--- config.mk ---
export PLATFORM = sky130hd
export DESIGN_NAME = fmat_ctrl
export DESIGN_NICKNAME = d
export VERILOG_FILES = /design/src/fmat_pkg.sv /design/src/fmat_ctrl.sv
export SDC_FILE = /design/constraint.sdc
export NUM_CORES = 1
export LEC_CHECK = 0
export BUFFER_PORTS_ARGS = -buffer_cell sky130_fd_sc_hd__buf_2
export CORE_AREA = 2 2 39 41
export DETAILED_ROUTE_END_ITERATION = 12
export DIE_AREA = 0 0 41 43
export PLACE_DENSITY_LB_ADDON = 0.1
export REMOVE_ABC_BUFFERS = 1
export SLEW_MARGIN = 15
export SYNTH_ARGS = -nofsm -noshare
export SYNTH_HDL_FRONTEND = slang
export SYNTH_SLANG_ARGS = --single-unit
--- constraint.sdc ---
create_clock -name i_clk -period 1.1 [get_ports i_clk]
set_input_delay 0.22 -clock i_clk [delete_from_list [all_inputs] [get_ports i_clk]]
set_output_delay 0.22 -clock i_clk [all_outputs]
set_load 0.01 [all_outputs]
--- src/fmat_pkg.sv ---
package fmat_pkg;

    // Table geometry
    localparam int TABLE_DEPTH = 1024;
    localparam int ADDR_W      = $clog2(TABLE_DEPTH);
    localparam int CNT_W       = $clog2(TABLE_DEPTH + 1);
    localparam int PAGE_BITS   = 12;
    localparam int FLASH_PAGES = 8192;

    // Field widths
    localparam int IDX_W   = 10;
    localparam int PAGE_W  = 13;
    localparam int POS_W   = 25;
    localparam int ADR_W   = 32;
    localparam int PREQ_W  = POS_W - PAGE_BITS;
    localparam int ENTRY_W = 2 * PAGE_W;

    // Configuration port
    localparam int CFG_IDX_W  = 1;
    localparam int CFG_DATA_W = 32;
    localparam logic [CFG_IDX_W-1:0] CFG_FRAGMENT_COUNT = 1'b0;
    localparam logic [CFG_IDX_W-1:0] CFG_FLASH_BASE     = 1'b1;
    localparam logic [ADR_W-1:0]     FLASH_BASE_RESET   = 32'hA000_0000;

    // Request action codes
    localparam logic ACT_LOAD   = 1'b0;
    localparam logic ACT_LOOKUP = 1'b1;

    typedef enum logic [1:0] {
        ST_LOADED = 2'd0,
        ST_FOUND  = 2'd1,
        ST_MISS   = 2'd2
    } t_status;

    typedef struct packed {
        logic              action;
        logic [IDX_W-1:0]  entry_index;
        logic [PAGE_W-1:0] entry_first_page;
        logic [PAGE_W-1:0] entry_page_count;
        logic [POS_W-1:0]  read_position;
        logic [POS_W-1:0]  request_size;
    } t_in_item;

    typedef struct packed {
        t_status           status;
        logic [ADR_W-1:0]  flash_address;
        logic [POS_W-1:0]  chunk_length;
    } t_out_item;

    // One table entry: page count over first page
    typedef struct packed {
        logic [PAGE_W-1:0] page_count;
        logic [PAGE_W-1:0] first_page;
    } t_entry;

    // Controller to datapath
    typedef struct packed {
        logic    accept;
        logic    walk;
        logic    res_load;
        t_status res_kind;
    } t_cmd;

    // Datapath to controller
    typedef struct packed {
        logic hit;
        logic miss;
    } t_dp_status;

endpackage

--- src/fmat_ctrl.sv ---
module fmat_ctrl import fmat_pkg::*; (
    input  logic       i_clk,
    input  logic       i_rst_n,
    input  logic       i_in_valid,
    input  logic       i_in_action,
    output logic       o_in_ready,
    output logic       o_out_valid,
    input  logic       i_out_ready,
    output t_cmd       o_cmd,
    input  t_dp_status i_stat
);

    typedef enum logic [1:0] {
        S_IDLE,
        S_WALK,
        S_RESULT
    } t_state;

    t_state  r_state;
    t_status r_kind;
    logic    r_out_valid;
    logic    accept;
    logic    res_load;

    // Result register is free when empty or being drained this cycle
    assign accept   = (r_state == S_IDLE) && i_in_valid;
    assign res_load = (r_state == S_RESULT) && (!r_out_valid || i_out_ready);

    assign o_in_ready  = (r_state == S_IDLE);
    assign o_out_valid = r_out_valid;

    assign o_cmd.accept   = accept;
    assign o_cmd.walk     = (r_state == S_WALK);
    assign o_cmd.res_load = res_load;
    assign o_cmd.res_kind = r_kind;

    // State and registered outputs
    always_ff @(posedge i_clk) begin
        if (!i_rst_n) begin
            r_state     <= S_IDLE;
            r_kind      <= ST_LOADED;
            r_out_valid <= 1'b0;
        end else begin
            if (res_load) begin
                r_out_valid <= 1'b1;
            end else if (i_out_ready) begin
                r_out_valid <= 1'b0;
            end

            case (r_state)
                S_IDLE: begin
                    if (accept) begin
                        if (i_in_action == ACT_LOAD) begin
                            r_kind  <= ST_LOADED;
                            r_state <= S_RESULT;
                        end else begin
                            r_state <= S_WALK;
                        end
                    end
                end
                S_WALK: begin
                    if (i_stat.hit) begin
                        r_kind  <= ST_FOUND;
                        r_state <= S_RESULT;
                    end else if (i_stat.miss) begin
                        r_kind  <= ST_MISS;
                        r_state <= S_RESULT;
                    end
                end
                S_RESULT: begin
                    if (res_load) begin
                        r_state <= S_IDLE;
                    end
                end
                default: begin
                    r_state <= S_IDLE;
                end
            endcase
        end
    end

endmodule

---- Yosys cells after proc, flatten, opt, wreduce, memory -nomap -nowiden ----
Cells that the tools add are included.
word-level totals
  flip-flop bits (word level) ............. 5
  bits in latches ......................... 0
  bits in writable memories ............... 0
  bits in read-only memories .............. 0
  memories ................................ 0
  output and inout port bits .............. 7
  bits of input ports ..................... 7
operators by class
  shifts and indexed selects .............. 0
  equality and inequality tests ........... 6
  reductions and logical operators ........ 9
  divide/modulo/power cells ............... 0
  $add $sub $neg .......................... 0
  order comparisons ....................... 0
  muxes and demuxes ....................... 12
  multiply operators ...................... 0
  bitwise logic cells ..................... 0
operator list
  operator                                               number
  two-way mux 2 bit                                      8
  one-hot mux 2 bit (3 select lines)                     1
  inequality test 2 bit, second input constant           2
  one-hot mux 2 bit (2 select lines)                     1
  AND reduction 4 bit                                    1
  nonzero test 2 bit                                     2
  inequality test 3 x 1 -> 1 bit, second input constant  1
  AND reduction 3 bit                                    1
  == test 2 x 1 -> 1 bit, second input constant          1
  == test 2 bit, second input constant                   1
  logical AND 1 bit                                      2
  logical NOT 2 bit                                      1
  two-way mux 1 bit                                      2
  inequality test 2 x 1 -> 1 bit, second input constant  1
  logical NOT 1 bit                                      1
  logical OR 1 bit                                       1

---- Depth between registers and ports, before layout ----
  word-level depth ........................ 5
  mapped depth ............................ 4

---- Least setup slack after synthesis ----
Ideal clock, no wire load.
  path type ............................... register to register
  start ................................... register r_state[0]
  end ..................................... register r_kind[1]
  clock period less this slack ............ 1.096 ns
  stages on the path, launching flop included .. 4
  setup slack ............................. 0.004 ns
  data arrival time ....................... 0.981 ns
  required time ........................... 0.985 ns
  cell sequence ........................... dfxtp_1 > or3b_1 > and3_1 > o21a_1
on the way
  longest elaborated chain between the ends .. 4
ends and longest elaborated chain
  element                                   RTL line                          source
  start: declaration                        fmat_ctrl.sv:19                   t_state r_state;
  start signal: assignment                  fmat_ctrl.sv:40                   r_state <= S_IDLE;
  start signal: assignment                  fmat_ctrl.sv:55                   r_state <= S_RESULT;
  start signal: assignment                  fmat_ctrl.sv:57                   r_state <= S_WALK;
  logical NOT 2 bit                         fmat_ctrl.sv:26, fmat_ctrl.sv:50
  logical AND 1 bit                         fmat_ctrl.sv:26                   assign accept = (r_state == S_IDLE) && i_in_valid;
  inequality test 2 x 1 -> 1 bit (no line)  --
  AND reduction 4 bit (no line)             --
  end signal: assignment                    fmat_ctrl.sv:41                   r_kind <= ST_LOADED;
  end signal: assignment                    fmat_ctrl.sv:54                   r_kind <= ST_LOADED;
  end signal: assignment                    fmat_ctrl.sv:63                   r_kind <= ST_FOUND;
  end: declaration                          fmat_ctrl.sv:20                   t_status r_kind;
Parallel ways exist; a longest one is shown, timed or not.
A chain may end at the register's enable or synchronous reset.

==> impl_metrics.toml <==
[grt]
grt_antenna_before_repair = 0
overflow = 0
grt_max_degree = 7
grt_use_total = 0.105
grt_pass1_wl_mm = 1.20
grt_pass1_vias = 294

[min_path]
hold_path.class = "input port to flip-flop"

[flow_run]
maxCapViolCount = 0

[finish]
layout.nets = 61
final_util = 0.331
diodes = 0
syn2layout_area_growth_pct = 55.1
final_cell_mix = "buf_2, buf_4, clkbuf_4, dfxtp_1"
final_common_cell = "buf_2"
final_layout_size_suffix_gt1_frac = 0.547
stdcell_count = 69

[timing]
slew_violations = 0
maxSlewHeadroom = 0.873
post-route-worst-setup-slack_ps = -177
min_period_ps = 1280
rsz0062_at_grt = "yes"
fin_hold_ws_ps = 246
finalSetupViolations = 6
hold_viol = 0
fin_skew_ps = 2.16
tightest_slew_ps = 190
finalCritPeriodShare = 1.16
clock.fmax_ghz = 0.783

[synthesis]
ys_warn_count = 0
synth_area_leaders = "dfxtp_1, buf_4, nand2b_1"
synth_top_family_by_area = "simple AND/OR/NAND/NOR gates"
ys_seq_area_frac = 0.339
postSynthAreaPerCell_um2 = 8.68
synth_area_um2 = 295
synthCells = 34
ys_seq_elements = 5
synth_area_leader_cell = "dfxtp_1"
synth_xor_xnor_area_share = 0
synth.area.mux_share = 0
synth.top_cell.area_share = 0.339
synth_compound_area_frac = 0.203
synthAdderAreaFrac = 0
synth-simple-area-share = 0.364
synthDistinctLibCells = 21

[clock_network]
cts_tree = "yes"
cts_max_path_buffers = 2
cts_made_buffers = 3
cts.clk_slew.worst_paths_ps = 50
clock-root-buffer = "clkbuf_4"
htreeDepth = 1
clock_latency_ps = 250
cts_sinks = 5

[detailed_routing]
ant_nets = 0
drtPass1Iterations = 2
routed-via-count = 308
wl_per_cell_um = 11.0
wirelength_um = 758
vias_per_cell = 4.46
drtIter0Drc = 1
drc = 0

[worst_setup_path]
arrival_ps = 1060
start_kind = "flip-flop"
crit_type = "flip-flop to primary output"
cp_data_required_time_ps = 880
crit_path_end_kind = "primary output"
worst-path-max-fanout = 5

[floorplanning]
pin_count = 14
die_w_um = 41
rows = 14
coreArea_um2 = 1380
die_h_um = 43
start_util = 0.213
dieArea_um2 = 1760

[placed_design]
dpl.hpwl_um = 531
numPortBuffers = 13
routabilityCongestion = 0.766
dp.cells = 62

[power_and_ir_drop]
leakage_uw = 0.000216
power.total_uw = 542
vdd_drop_max_mv = 0.434
power_density_nw_per_um2 = 1180

[status]
status = "finished with violations"
violations = "negative setup slack"
-- registers in the layout, summed over array words and instances, names as in the netlist --
| signal | flops |
|---|---|
| r_state | 2 |
| r_kind | 2 |
| o_out_valid | 1 |
-- logic make-up (layout without fill, tap and decap cells) --
| family | count (synthesis) | in the layout |
|---|---|---|
| AOI/OAI and AO/OA | 9 | 9 |
| buffers and inverters | 4 | 23 |
| DFF | 5 | 5 |
| and+or+nand+nor | 16 | 16 |
-- through the flow --
stage / setup TNS [ps] / area (um^2) / setup slack (ps)
2_1_floorplan: -96.8 / 268 / -96.8
4_1_cts: -543 / 454 / -166
3_3_place_gp: -51.2 / 375 / -51.2
3_5_place_dp: -62.8 / 375 / -62.8
5_1_grt: -918 / 458 / -207
6_report: -607 / 458 / -177
-- per-layer routing --
metal	global-route usage	part of all wire
met2	0.138	0.40
met1	0.138	0.49
met5	0	0
met3	0.0314	0.086
met4	0.0800	0.025
-- critical path, cell delays in order (launching register included) --
cell and delay [ps]:
dfxtp_2 320, buf_6 120, nand2b_4 130, nor2b_1 100
buf_2 130
-- what timing repair did --
item                                    4_1_cts  5_1_grt
endpoints found under the setup margin        5        8
hold buffers                                  0        0
cloned                                        0        0
pin swaps                                     2        0
buffers inserted                              3        0
gates resized for setup                       8        2
-- synth_stat cells --
library cell  count
a21oi_1           2
o21a_1            1
o22ai_1           1
buf_4             3
nand2b_1          3
and3b_1           1
nor3b_1           1
a21boi_1          1
o211a_1           1
or3b_1            1
nand3b_1          2
nor2b_1           3
nor2_1            1
buf_2             1
o21ai_1           1
and3_1            1
o21ai_0           1
dfxtp_1           5
o22a_1            1
nand2_1           2
nor3b_2           1
-- power breakdown --
group,switching (uW),internal (uW)
clock network,88.1,138
logic,48.8,65.3
registers,10.7,191
total,148,394
-- layout make-up --
| class | count | area [um^2] |
|---|---|---|
| clock buffer | 4 | 26.3 |
| fill | 152 | 926 |
| multi-input combinational | 25 | 189 |
| sequential | 5 | 103 |
| tap | 16 | 20.0 |
| timing repair buffer | 19 | 120 |
-- final timing paths --
check	to	cells past startpoint	start	slack (ps)
min reg2reg	o_out_valid	2	o_out_valid	520
max	o_cmd[2]	4	r_state[0]	-180
min	r_state[1]	2	i_rst_n	250
max reg2reg	r_kind[1]	3	r_state[0]	-100
Power figures use the tool's default switching activity.
